**config.mk**
```make
export PLATFORM = sky130hd
export DESIGN_NAME = clock_seven_segment_buffer_flat
export DESIGN_NICKNAME = d
export VERILOG_FILES = /design/src/rtl/csb_pkg.sv /design/src/rtl/csb_if.sv /design/src/rtl/csb_time.sv /design/src/rtl/csb_seg_unit.sv /design/src/rtl/csb_buffer.sv /design/src/rtl/clock_seven_segment_buffer.sv /design/src/flat_wrapper.sv
export SDC_FILE = /design/constraint.sdc
export NUM_CORES = 1
export LEC_CHECK = 0
export BUFFER_PORTS_ARGS = -buffer_cell sky130_fd_sc_hd__buf_2
export CORE_ASPECT_RATIO = 0.9
export CORE_MARGIN = 2
export CORE_UTILIZATION = 50
export CTS_BUF_LIST = sky130_fd_sc_hd__clkbuf_16
export CTS_CLUSTER_DIAMETER = 80
export DETAILED_ROUTE_END_ITERATION = 8
export PLACE_DENSITY = 0.66
export SYNTH_ARGS = -nofsm -noshare
export SYNTH_HDL_FRONTEND = slang
export SYNTH_SLANG_ARGS = --single-unit
export TNS_END_PERCENT = 10
```
**constraint.sdc**
```tcl
create_clock -name clock -period 5.3 [get_ports clock]
set_clock_uncertainty 0.1 [all_clocks]
set_input_delay 0.265 -clock clock [delete_from_list [all_inputs] [get_ports clock]]
set_output_delay 0.265 -clock clock [all_outputs]
set_load 0.01 [all_outputs]
```
**src/rtl/csb_pkg.sv**
```systemverilog
`default_nettype none
// ---------------------------------------------------------------------------
// csb_pkg: clock seven segment buffer package
// Buffer geometry, segment tables and the types shared across the block.
// ---------------------------------------------------------------------------
package csb_pkg;

   localparam int ROWS    = 4;                            // display rows, 1..8
   localparam int DIGITS  = 8;
   localparam int ENTRIES = ROWS * DIGITS;
   localparam int ROW_W   = (ROWS > 1) ? $clog2(ROWS) : 1;
   localparam int ADDR_W  = ROW_W + 3;

   localparam logic [3:0] ROWS_NUM    = 4'(ROWS);
   localparam logic [6:0] ENTRIES_NUM = 7'(ENTRIES);

   localparam logic [7:0] SEG_BLANK = 8'h00;

   localparam logic [7:0] SEG_DIGIT [10] = '{
      8'h3f, 8'h06, 8'h5b, 8'h4f, 8'h66, 8'h6d, 8'h7d, 8'h07, 8'h7f, 8'h67
   };

   // "running." shown after reset
   localparam logic [7:0] SEG_RUNNING [DIGITS] = '{
      8'h50, 8'h1c, 8'h54, 8'h54, 8'h10, 8'h54, 8'h6f, 8'h80
   };

   typedef enum logic {
      OP_TICK = 1'b0,
      OP_READ = 1'b1
   } op_type;

   typedef enum logic [1:0] {
      ST_IDLE,
      ST_READ,
      ST_WRITE
   } state_type;

   typedef struct packed {
      logic [2:0] eighths;
      logic [5:0] seconds;
      logic [5:0] minutes;
      logic [4:0] hours;
   } clock_time_type;

   typedef struct packed {
      logic              wr_en;
      logic              rd_en;
      logic [ADDR_W-1:0] addr;
      logic [10:0]       wr_data;
   } mem_req_type;

endpackage : csb_pkg
`default_nettype wire

```
**src/rtl/csb_if.sv**
```systemverilog
`default_nettype none
// ---------------------------------------------------------------------------
// csb_if: request and response channels
// Valid/ready channels; a transfer happens when valid and ready are both high.
// ---------------------------------------------------------------------------
interface csb_req_if;
   logic       valid;
   logic       ready;
   logic       operation;
   logic [4:0] read_index;

   modport source (output valid, output operation, output read_index, input ready);
   modport sink   (input valid, input operation, input read_index, output ready);
endinterface : csb_req_if

interface csb_rsp_if;
   logic        valid;
   logic        ready;
   logic [10:0] entry_word;

   modport source (output valid, output entry_word, input ready);
   modport sink   (input valid, input entry_word, output ready);
endinterface : csb_rsp_if
`default_nettype wire

```
**src/rtl/csb_time.sv**
```systemverilog
`default_nettype none
// ---------------------------------------------------------------------------
// csb_time: time of day counters
// Eighths, seconds, minutes and hours with cascaded wraps.
// ---------------------------------------------------------------------------
module csb_time
   import csb_pkg::*;
(
   input  wire logic      clock,
   input  wire logic      reset,
   input  wire logic      advance,
   output clock_time_type tod
);

   clock_time_type tod_ff, tod_in;

   always_comb begin
      tod_in = tod_ff;
      if (advance) begin
         tod_in.eighths = tod_ff.eighths + 3'd1;
         if (tod_ff.eighths == 3'd7) begin
            if (tod_ff.seconds == 6'd59) begin
               tod_in.seconds = 6'd0;
               if (tod_ff.minutes == 6'd59) begin
                  tod_in.minutes = 6'd0;
                  tod_in.hours   = (tod_ff.hours == 5'd23) ? 5'd0 : tod_ff.hours + 5'd1;
               end else begin
                  tod_in.minutes = tod_ff.minutes + 6'd1;
               end
            end else begin
               tod_in.seconds = tod_ff.seconds + 6'd1;
            end
         end
      end
   end

   always_ff @(posedge clock) begin
      if (reset) begin
         tod_ff <= '{eighths: 3'd0, seconds: 6'd30, minutes: 6'd6, hours: 5'd12};
      end else begin
         tod_ff <= tod_in;
      end
   end

   assign tod = tod_ff;

endmodule : csb_time
`default_nettype wire

```
**src/rtl/csb_seg_unit.sv**
```systemverilog
`default_nettype none
// ---------------------------------------------------------------------------
// csb_seg_unit: digit encoder
// Builds the buffer entry for one digit position from the current time.
// ---------------------------------------------------------------------------
module csb_seg_unit
   import csb_pkg::*;
(
   input  wire logic [2:0]     pos,
   input  wire clock_time_type tod,
   output logic      [10:0]    entry
);

   function automatic logic [2:0] tens_of(input logic [5:0] v);
      logic [2:0] t;
      if      (v >= 6'd50) t = 3'd5;
      else if (v >= 6'd40) t = 3'd4;
      else if (v >= 6'd30) t = 3'd3;
      else if (v >= 6'd20) t = 3'd2;
      else if (v >= 6'd10) t = 3'd1;
      else                 t = 3'd0;
      return t;
   endfunction

   logic [5:0] value;
   logic [2:0] tens;
   logic [3:0] ones;
   logic [7:0] code;

   always_comb begin
      case (pos[2:1])
         2'd0:    value = {1'b0, tod.hours};
         2'd1:    value = tod.minutes;
         2'd2:    value = tod.seconds;
         default: value = 6'd0;
      endcase
      tens = tens_of(value);
      ones = 4'(value - 6'(tens) * 6'd10);
      if (pos[2:1] == 2'd3) begin
         code = SEG_BLANK;
      end else if (!pos[0]) begin
         code = SEG_DIGIT[tens];
      end else begin
         code = SEG_DIGIT[ones];
      end
      entry = {pos, code};
   end

endmodule : csb_seg_unit
`default_nettype wire

```
**src/rtl/csb_buffer.sv**
```systemverilog
`default_nettype none
// ---------------------------------------------------------------------------
// csb_buffer: display buffer memory
// One port, registered read; per-row valid bits stand in for the reset image.
// ---------------------------------------------------------------------------
module csb_buffer
   import csb_pkg::*;
(
   input  wire logic         clock,
   input  wire logic         reset,
   input  wire mem_req_type  mem_req,
   output logic       [10:0] rd_word
);

   logic [10:0] mem [ENTRIES];
   logic        row_valid_ff [ROWS];

   logic [10:0]      rd_data_ff;
   logic             rd_valid_ff;
   logic             rd_row0_ff;
   logic [2:0]       rd_pos_ff;
   logic [ROW_W-1:0] row;

   assign row = mem_req.addr[ADDR_W-1:3];

   always_ff @(posedge clock) begin
      if (mem_req.wr_en) begin
         mem[mem_req.addr] <= mem_req.wr_data;
      end
      if (mem_req.rd_en) begin
         rd_data_ff  <= mem[mem_req.addr];
         rd_valid_ff <= row_valid_ff[row];
         rd_row0_ff  <= (row == '0);
         rd_pos_ff   <= mem_req.addr[2:0];
      end
   end

   always_ff @(posedge clock) begin
      if (reset) begin
         for (int r = 0; r < ROWS; r++) begin
            row_valid_ff[r] <= 1'b0;
         end
      end else if (mem_req.wr_en) begin
         row_valid_ff[row] <= 1'b1;
      end
   end

   // unwritten rows read as their reset image
   always_comb begin
      if (rd_valid_ff) begin
         rd_word = rd_data_ff;
      end else if (rd_row0_ff) begin
         rd_word = {rd_pos_ff, SEG_RUNNING[rd_pos_ff]};
      end else begin
         rd_word = '0;
      end
   end

endmodule : csb_buffer
`default_nettype wire

```
**src/rtl/clock_seven_segment_buffer.sv**
```systemverilog
`default_nettype none
// Sequencing: a read goes through the buffer read register, then the output
//   register when free; a tick makes 8 buffer writes, or 16 when row 0 is copied.
// Throughput: one item at a time, bounded by the single buffer write port.
// Reset (sync, active high): time 12:06:30.0, row valid bits cleared so row 0
//   reads "running." and other rows read zero; no clearing pass is needed.
// ---------------------------------------------------------------------------
// clock_seven_segment_buffer: seven segment clock display buffer
// Keeps time of day in eighths of a second and renders HHMMSS into a
// display buffer, row 0 being copied into rows 1..3 on selected eighths.
// ---------------------------------------------------------------------------
module clock_seven_segment_buffer
   import csb_pkg::*;
(
   input  wire logic  clock,
   input  wire logic  reset,
   csb_req_if.sink    req_chan,
   csb_rsp_if.source  rsp_chan
);

   // sequencer state
   state_type  state_ff, state_in;
   logic [2:0] pos_ff, pos_in;       // digit being written
   logic       phase_ff, phase_in;   // 0: row 0 write, 1: copy-row write
   logic       in_range_ff, in_range_in;

   // output register
   logic        rsp_valid_ff, rsp_valid_in;
   logic [10:0] rsp_word_ff;
   logic        rsp_load;

   logic           req_xfer;
   logic           tick_go;
   logic           copy_en;
   logic [10:0]    seg_entry;
   logic [10:0]    rd_word;
   mem_req_type    mem_req;
   clock_time_type tod;

   csb_time u_time (
      .clock   (clock),
      .reset   (reset),
      .advance (tick_go),
      .tod     (tod)
   );

   // shared encoder, stepped over the eight positions
   csb_seg_unit u_seg (
      .pos   (pos_ff),
      .tod   (tod),
      .entry (seg_entry)
   );

   csb_buffer u_buf (
      .clock   (clock),
      .reset   (reset),
      .mem_req (mem_req),
      .rd_word (rd_word)
   );

   assign req_chan.ready = (state_ff == ST_IDLE) && !reset;
   assign req_xfer       = req_chan.valid && req_chan.ready;

   // copy target is the new eighth count, if that row exists
   assign copy_en = (tod.eighths >= 3'd1) && (tod.eighths <= 3'd3) &&
                    ({1'b0, tod.eighths} < ROWS_NUM);

   always_comb begin
      state_in    = state_ff;
      pos_in      = pos_ff;
      phase_in    = phase_ff;
      in_range_in = in_range_ff;
      tick_go     = 1'b0;
      rsp_load    = 1'b0;
      mem_req     = '{wr_en: 1'b0, rd_en: 1'b0, addr: '0, wr_data: seg_entry};

      case (state_ff)
         ST_IDLE: begin
            if (req_xfer) begin
               if (op_type'(req_chan.operation) == OP_READ) begin
                  mem_req.rd_en = 1'b1;
                  mem_req.addr  = ADDR_W'(req_chan.read_index);
                  in_range_in   = ({2'b00, req_chan.read_index} < ENTRIES_NUM);
                  state_in      = ST_READ;
               end else begin
                  tick_go  = 1'b1;
                  pos_in   = 3'd0;
                  phase_in = 1'b0;
                  state_in = ST_WRITE;
               end
            end
         end
         ST_READ: begin
            // wait for a free output slot
            if (!rsp_valid_ff || rsp_chan.ready) begin
               rsp_load = 1'b1;
               state_in = ST_IDLE;
            end
         end
         ST_WRITE: begin
            mem_req.wr_en = 1'b1;
            if (phase_ff) begin
               mem_req.addr = {tod.eighths[ROW_W-1:0], pos_ff};
            end else begin
               mem_req.addr = {ROW_W'(0), pos_ff};
            end
            if (!phase_ff && copy_en) begin
               phase_in = 1'b1;
            end else begin
               phase_in = 1'b0;
               pos_in   = pos_ff + 3'd1;
               if (pos_ff == 3'd7) begin
                  state_in = ST_IDLE;
               end
            end
         end
         default: begin
            state_in = ST_IDLE;
         end
      endcase

      if (rsp_load) begin
         rsp_valid_in = 1'b1;
      end else if (rsp_chan.ready) begin
         rsp_valid_in = 1'b0;
      end else begin
         rsp_valid_in = rsp_valid_ff;
      end
   end

   always_ff @(posedge clock) begin
      if (reset) begin
         state_ff     <= ST_IDLE;
         pos_ff       <= 3'd0;
         phase_ff     <= 1'b0;
         in_range_ff  <= 1'b0;
         rsp_valid_ff <= 1'b0;
      end else begin
         state_ff     <= state_in;
         pos_ff       <= pos_in;
         phase_ff     <= phase_in;
         in_range_ff  <= in_range_in;
         rsp_valid_ff <= rsp_valid_in;
      end
   end

   always_ff @(posedge clock) begin
      if (rsp_load) begin
         rsp_word_ff <= in_range_ff ? rd_word : 11'd0;
      end
   end

   assign rsp_chan.valid      = rsp_valid_ff;
   assign rsp_chan.entry_word = rsp_word_ff;

   // a tick transfer starts the write sweep at position 0, row 0
   a_tick_starts_sweep: assert property (@(posedge clock) disable iff (reset)
      tick_go |=> (state_ff == ST_WRITE) && (pos_ff == 3'd0) && !phase_ff)
      else $error("tick did not start write sweep");

   // the clock only moves on a tick transfer
   a_time_stable: assert property (@(posedge clock) disable iff (reset)
      !tick_go |=> $stable(tod))
      else $error("time changed without a tick");

   // copy phase only happens for a row that is copied
   a_copy_phase: assert property (@(posedge clock) disable iff (reset)
      (state_ff == ST_WRITE) && phase_ff |-> copy_en && $past(!phase_ff))
      else $error("copy phase without copy target");

   // while a read waits in ST_READ, no request is accepted and the buffer is not written
   a_read_no_overlap: assert property (@(posedge clock) disable iff (reset)
      (state_ff == ST_READ) |-> !req_chan.ready && !mem_req.wr_en)
      else $error("buffer busy during read");

endmodule : clock_seven_segment_buffer
`default_nettype wire
```
**src/flat_wrapper.sv**
```systemverilog
// flat-port wrapper written by rule: the top's interface ports become plain ports
module clock_seven_segment_buffer_flat import csb_pkg::*;
  (clock, reset, req_chan_valid, req_chan_operation, req_chan_read_index, req_chan_ready, rsp_chan_valid, rsp_chan_entry_word, rsp_chan_ready);
  csb_req_if req_chan_i ();
  csb_rsp_if rsp_chan_i ();
  input  wire logic clock;
  input  wire logic reset;
  input wire logic [$bits(req_chan_i.valid)-1:0] req_chan_valid;
  input wire logic [$bits(req_chan_i.operation)-1:0] req_chan_operation;
  input wire logic [$bits(req_chan_i.read_index)-1:0] req_chan_read_index;
  output wire logic [$bits(req_chan_i.ready)-1:0] req_chan_ready;
  output wire logic [$bits(rsp_chan_i.valid)-1:0] rsp_chan_valid;
  output wire logic [$bits(rsp_chan_i.entry_word)-1:0] rsp_chan_entry_word;
  input wire logic [$bits(rsp_chan_i.ready)-1:0] rsp_chan_ready;
  assign req_chan_i.valid = req_chan_valid;
  assign req_chan_i.operation = req_chan_operation;
  assign req_chan_i.read_index = req_chan_read_index;
  assign req_chan_ready = req_chan_i.ready;
  assign rsp_chan_valid = rsp_chan_i.valid;
  assign rsp_chan_entry_word = rsp_chan_i.entry_word;
  assign rsp_chan_i.ready = rsp_chan_ready;
  clock_seven_segment_buffer u_core (.clock(clock), .reset(reset), .req_chan(req_chan_i), .rsp_chan(rsp_chan_i));
endmodule
```
# Word-level counts from Yosys, hierarchy flattened
# Memories as Yosys holds them, arrays and structs flattened. A register that Yosys moved wholly into a read port is not among the register bits.
# Cells that the tools add are included.
[classes] bitwise=3 div=0 magnitude_cmp=11 n_shift=0 n_mul=1 eq_ne=15 add_sub_neg=6 reduce_logical=22 muxes=55
[op_table] cell="2-to-1 mux 8 bit" n=8
[op_table] cell="2-to-1 mux 6 bit" n=4
[op_table] cell="2-to-1 mux 11 bit" n=2
[op_table] cell="2-to-1 mux 1 bit" n=21
[op_table] cell="one-hot mux 6 bit (3 select lines)" n=1
[op_table] cell="2-to-1 mux 2 bit" n=8
[op_table] cell="2-to-1 mux 3 bit" n=5
[op_table] cell="adder 6 x 1 -> 6 bit (second input constant)" n=2
[op_table] cell="equality test 6 bit (second input constant)" n=2
[op_table] cell=">= comparator 6 x 5 -> 1 bit (second input constant)" n=2
[op_table] cell=">= comparator 6 bit (second input constant)" n=2
[op_table] cell="AND reduction 4 bit" n=3
[op_table] cell="2-to-1 mux 5 bit" n=2
[op_table] cell="one-hot mux 5 bit (2 select lines)" n=1
[op_table] cell="AND reduction 3 bit" n=3
[op_table] cell="inverter 3 -> 4 bit" n=2
[op_table] cell="adder 3 x 1 -> 3 bit (second input constant)" n=2
[op_table] cell="equality test 2 bit (second input constant)" n=3
[op_table] cell="equality test 3 bit (second input constant)" n=2
[op_table] cell=">= comparator 6 x 4 -> 1 bit (second input constant)" n=1
[op_table] cell="zero test 2 bit" n=3
[op_table] cell="!= test 2 x 1 -> 1 bit (second input constant)" n=3
[op_table] cell="one-hot mux 2 bit (3 select lines)" n=1
[op_table] cell="one-hot mux 3 bit (2 select lines)" n=1
[op_table] cell="20 further kinds" n=29
[totals] latchBits=0 mem_bits_rw=356 regBits=43 romBits=320 out_inout_bits=13 memories=5 input_bits=10 word_cells=130
[memory_table] memory="u_core.u_buf.mem" words=32 width=11 rd=1 rd_ports_with_merged_regs=1 write_ports=1 line_no="csb_buffer.sv:15" text="logic [10:0] mem [ENTRIES];"
[memory_table] memory="(no name shown)" words=16 width=8 rd=1 rd_ports_with_merged_regs=0 write_ports=0 line_no="csb_seg_unit.sv:44" text="code = SEG_DIGIT[ones];"
[memory_table] memory="(no name shown)" words=16 width=8 rd=1 rd_ports_with_merged_regs=0 write_ports=0 line_no="csb_seg_unit.sv:42" text="code = SEG_DIGIT[tens];"
[memory_table] memory="(no name shown)" words=8 width=8 rd=1 rd_ports_with_merged_regs=0 write_ports=0 line_no="csb_buffer.sv:53" text="rd_word = {rd_pos_ff, SEG_RUNNING[rd_pos_ff]};"
[memory_table] memory="u_core.u_buf.row_valid_ff" words=4 width=1 rd=1 rd_ports_with_merged_regs=1 write_ports=4 line_no="csb_buffer.sv:16" text="logic row_valid_ff [ROWS];"

# Logic depth before layout (Yosys ltp)
[depth] ltp_word=16 mapped_depth=14 ltp_nobuf=13

# By module
# A second synthesis with hierarchy kept.
[unflattened] cells_unflattened=1126 area_unflattened_um2=17330.4
[modules_own_cells] mod="csb_buffer" cells_each=827 area_each_um2=14592.7 seq_area_each_um2=11170.7 instances=1
[modules_own_cells] mod="clock_seven_segment_buffer" cells_each=82 area_each_um2=932.1 seq_area_each_um2=490.5 instances=1
[modules_own_cells] mod="csb_time" cells_each=100 area_each_um2=932.1 seq_area_each_um2=400.4 instances=1
[modules_own_cells] mod="csb_seg_unit" cells_each=117 area_each_um2=873.3 seq_area_each_um2=0.0 instances=1

# Worst setup path after synthesis
# No wires, ideal clock.
[synth_path] kind="register to register" from="reg u_core.pos_ff[1]" to="mem u_core.u_buf.mem[0][3], data pin" synth_period_minus_slack_ns=5.444 path_buffers=1 required_time_ns=4.709 t_arrival_ns=4.853 path_stages_with_launch=13 setup_time_ns=0.491 path_slack_ns=-0.144 cell_sequence="dfxtp_1 > buf_2 > mux2i_1 > o22a_1 > maj3_1 > a21oi_1 > a21o_1 > ha_1 > inv_1 > fa_1 > or3_1 > and2_1 > a311oi_1"
[synth_rtl] item="start: declaration" line_no="clock_seven_segment_buffer.sv:23" text="logic [2:0] pos_ff, pos_in;"
[synth_rtl] item="start signal: assignment" line_no="clock_seven_segment_buffer.sv:140" text="pos_ff <= pos_in;"
[synth_rtl] item="end: declaration" line_no="csb_buffer.sv:15"

==> results.md <==
- Register bit total from synthesis: 378
- DP HPWL: 23.1 mm
- Post-CTS Setup Inserts: 0
- CP max stage delay: 0.74 ns
- Synth Net Count: 1073
- Sw frac: 0.203
- Comb power frac: 0.030
- CP Launch Type: flop
- Post-Route WL: 36.3 mm
- H-tree Lvls: 2
- Routability cong.: 0.824
- Max-cap violations: 0
- Clk network pwr share: 0.423
- Placed Instance Area: 16000 µm²
- Final hold vios: 0
- Syn Inst Count: around 1000
- TritonRoute pass-1 iters: 9
- Avg Vias per Cell: 6.16
- Fraction of layout cells with a size suffix above 1: 0.134
- Slowest CP cell: dfxtp_2
- Max_slew headroom: 0.235
- Area of the die: around 32000 µm²
- M2 GR Usage: 0.378
- Post-synth ARST share: 0
- CP arrival: 4.45 ns
- Max Fanout on Critical Path: 32
- Final non-filler cell total: approximately 1500
- Nets: 1129
- Filler cell count: 2392
- Die height: between 150 and 200 µm
- Post-synthesis cell area: 15200 µm²
- Met1 usage: 0.323
- CP Cell Sequence: mux2i_1, o2bb2ai_1, maj3_1, a21oi_1, a21o_1, ha_1, inv_1, fa_1, or3_1, and3_1, a311oi_4, buf_4
- Worst Path Required: roughly 5.5 ns
- RSZ-0062 raised after global routing: false
- Power Total: 5.97 mW
- Clock Tree Root: clkbuf_16
- Pwr dens: between 300 and 400 nW/µm²
- Cell Int Power: 4.76 mW
- Leakage: 5.78 nW
- DR vias: 9405
- Slew @ Worst Pin: 1.14 ns
- Post-synthesis sequential area ratio: 0.728
- Width of the die: 188 µm
- Commonest non-fill, non-tap cells in the layout: edfxtp_1 (350), nand2_1 (120), a21oi_1 (91)
- Final period utilization: 0.798
- CTS tree: built
- Setup crit end kind: flop
- Fmax: around 240 MHz
- First DRT Iteration DRCs: 1524
- Global-route wire length before repair: 55.8 mm
- Io pins: 23
- Congestion Overflow GR: 0
- Hold path depth: 4
- Pin count of the biggest net entering global routing: 64
- Dominant synthesized flop cell: edfxtp_1
- Peak VDD IR: 0.000185 V
- # diodes: 0
- Seq pwr share: 0.547
- Most common cell after layout, fill and taps aside: edfxtp_1
- Clk buf depth: 3
- Clock transition at path regs: 0.06 ns
- I/O Buffers: 22
- Outcome: finished, final reports clean
- Starting Density: 0.509
- DRT antenna net count: 0
- Setup CP Type: reg -> reg
- Fin. max-slew vios: 0
- Number of global-route vias before repair: 9149
- Post-Syn Area per Cell: 14.6 µm²
- CTS buffer count: 37
- Met3 usage: 0.0426
- Net Switching: 1.21 mW
- Dpl cells: around 1500
- FF-to-FF path depth: 12
- Worst Hold Class: in -> reg
- DRC: 0
- Site row count: 60
- Core area: approximately 30000 µm²
- # clock sinks: 378
- GRT Max-Usage Layer: met2
- Yosys warns: 0
- Gr usage total: 0.234
- EDFF count, synth: 350
- Clock Latency Late Sink: 0.54 ns
- Crit path time final: around 4.2 ns
- Final instance area: 17200 µm²
- Endpoints failing setup: 0
- Library cells used by synthesis: 66
- Avg WL per Cell: 23.8 µm
- Layout overhead on the synthesized area: 13.3%
- Antenna violations before repair: 0
## cells in the mapped netlist (3+ instances only)
| master | number | area (µm²) |
|---|---|---|
| edfxtp_1 | 350 | 10500 |
| nand2_1 | 120 | 450 |
| a21oi_1 | 91 | 455 |
| a222oi_1 | 75 | 751 |
| nor2_1 | 60 | 225 |
| clkbuf_1 | 32 | 120 |
| dfxtp_1 | 28 | 561 |
| buf_2 | 22 | 110 |
| ha_1 | 22 | 275 |
| nor4_1 | 20 | 125 |
| inv_1 | 19 | 71.3 |
| o21ai_0 | 16 | 80.1 |
| nor3_1 | 12 | 60.1 |
| mux2i_1 | 11 | 110 |
| nand3_1 | 10 | 50.1 |
| a22o_1 | 9 | 78.8 |
| a31oi_1 | 9 | 56.3 |
| nor2b_1 | 9 | 56.3 |
| buf_6 | 8 | 90.1 |
| and3_1 | 7 | 43.8 |
| nand2b_1 | 7 | 43.8 |
| a221oi_1 | 6 | 52.6 |
| a22oi_1 | 6 | 45.0 |
| nand4_1 | 5 | 31.3 |
| a21o_1 | 4 | 30.0 |
| nand3b_1 | 4 | 30.0 |
| o21a_1 | 4 | 30.0 |
| o31ai_1 | 4 | 30.0 |
| or2_2 | 4 | 25.0 |
| xnor2_1 | 4 | 35.0 |
| xor2_1 | 4 | 35.0 |
| a211oi_1 | 3 | 22.5 |
| a32o_1 | 3 | 30.0 |
| a32oi_1 | 3 | 26.3 |
| o22a_1 | 3 | 26.3 |
| or3_1 | 3 | 18.8 |
## cell type report
| type | instances | area, µm² | area share |
|---|---|---|---|
| sequential | 378 | 11100 | 0.643 |
| clock buffer | 38 | 951 | 0.0552 |
| inverter | 20 | 76.3 | 0.00443 |
| tap | 403 | 504 | 0.0293 |
| timing repair buffer | 82 | 613 | 0.0356 |
| multi-input combinational | 577 | 3780 | 0.220 |
| clock inverter | 29 | 221 | 0.0129 |
## state kept, by name, indices dropped and copies added, names as in the netlist
signal	count
u_core.rsp_chan.entry_word	11
u_core.u_time.tod	20
u_core.u_buf.rd_data_ff	10
u_core.u_buf.rd_valid_ff	1
u_core.state_ff	2
u_core.pos_ff	3
u_core.in_range_ff	1
u_core.u_buf.mem	320
u_core.rsp_chan.valid	1
u_core.phase_ff	1
u_core.u_buf.row_valid_ff	4
u_core.u_buf.rd_pos_ff	3
u_core.u_buf.rd_row0_ff	1
## metrics by stage
| stage | utilization | TNS, ns | hold WS, ns | setup slack [ns] |
|---|---|---|---|---|
| 6_report | 0.576 | 0 | 0.0725 | 1.07 |
| 5_1_grt | 0.576 | 0 | 0.0960 | 0.722 |
| 4_1_cts | 0.576 | 0 | 0.0522 | 1.10 |
| 3_5_place_dp | 0.537 | 0 | 0.364 | 1.12 |
| 3_3_place_gp | 0.537 | 0 | 0.363 | 1.20 |
| 2_1_floorplan | - | -2.15 | 0.346 | -0.0672 |
## worst max-delay path, delay by kind of cell, from the launching register on
family	cells	cell delay, ns
adder cells (fa/ha/maj)	3	0.92
AO/OA/AOI/OAI	4	0.91
flip-flops	1	0.74
AND/OR/NAND/NOR	2	0.70
buffers and inverters	2	0.38
multiplexers	1	0.26
## power by group through the flow
stage          Sequential (mW)  Clock, mW  Combinational, mW
6_report                  3.26       2.53              0.180
5_1_grt                   3.26       2.66              0.198
4_1_cts                   3.26       2.56              0.180
3_5_place_dp              3.33          0              0.179
3_3_place_gp              3.33          0              0.177
2_1_floorplan             3.32          0              0.114
## worst paths after layout
kind	start	end	slack, ns
min reg2reg	u_core.phase_ff	u_core.phase_ff	0.38
max	u_core.pos_ff[1]	u_core.u_buf.mem[18][4]	1.07
max reg2reg	u_core.pos_ff[1]	u_core.u_buf.mem[18][4]	1.07
min	req_chan_valid	u_core.state_ff[1]	0.07
## cell families (layout without fill, tap and decap cells)
family	count (synthesis)	after routing	share of synthesized area
mux	13	13	0.00872
compound gates	259	259	0.126
buf+inv	85	169	0.0271
simple gates	273	273	0.0852
xor+xnor	8	8	0.00461
flops	378	378	0.728
fa+ha+maj	24	24	0.0201
## routing by layer
layer	part of all wire	routed length, µm
met1	0.42	15100
met4	0.026	940
met5	0	0
met3	0.085	3100
met2	0.47	17200
## timing repair
action / 4_1_cts / 5_1_grt
gates resized for setup: 0 / 0
endpoints found under the hold margin: 1 / 0
hold buffers: 1 / 0
Note: power is estimated with default switching activity, not from simulation.
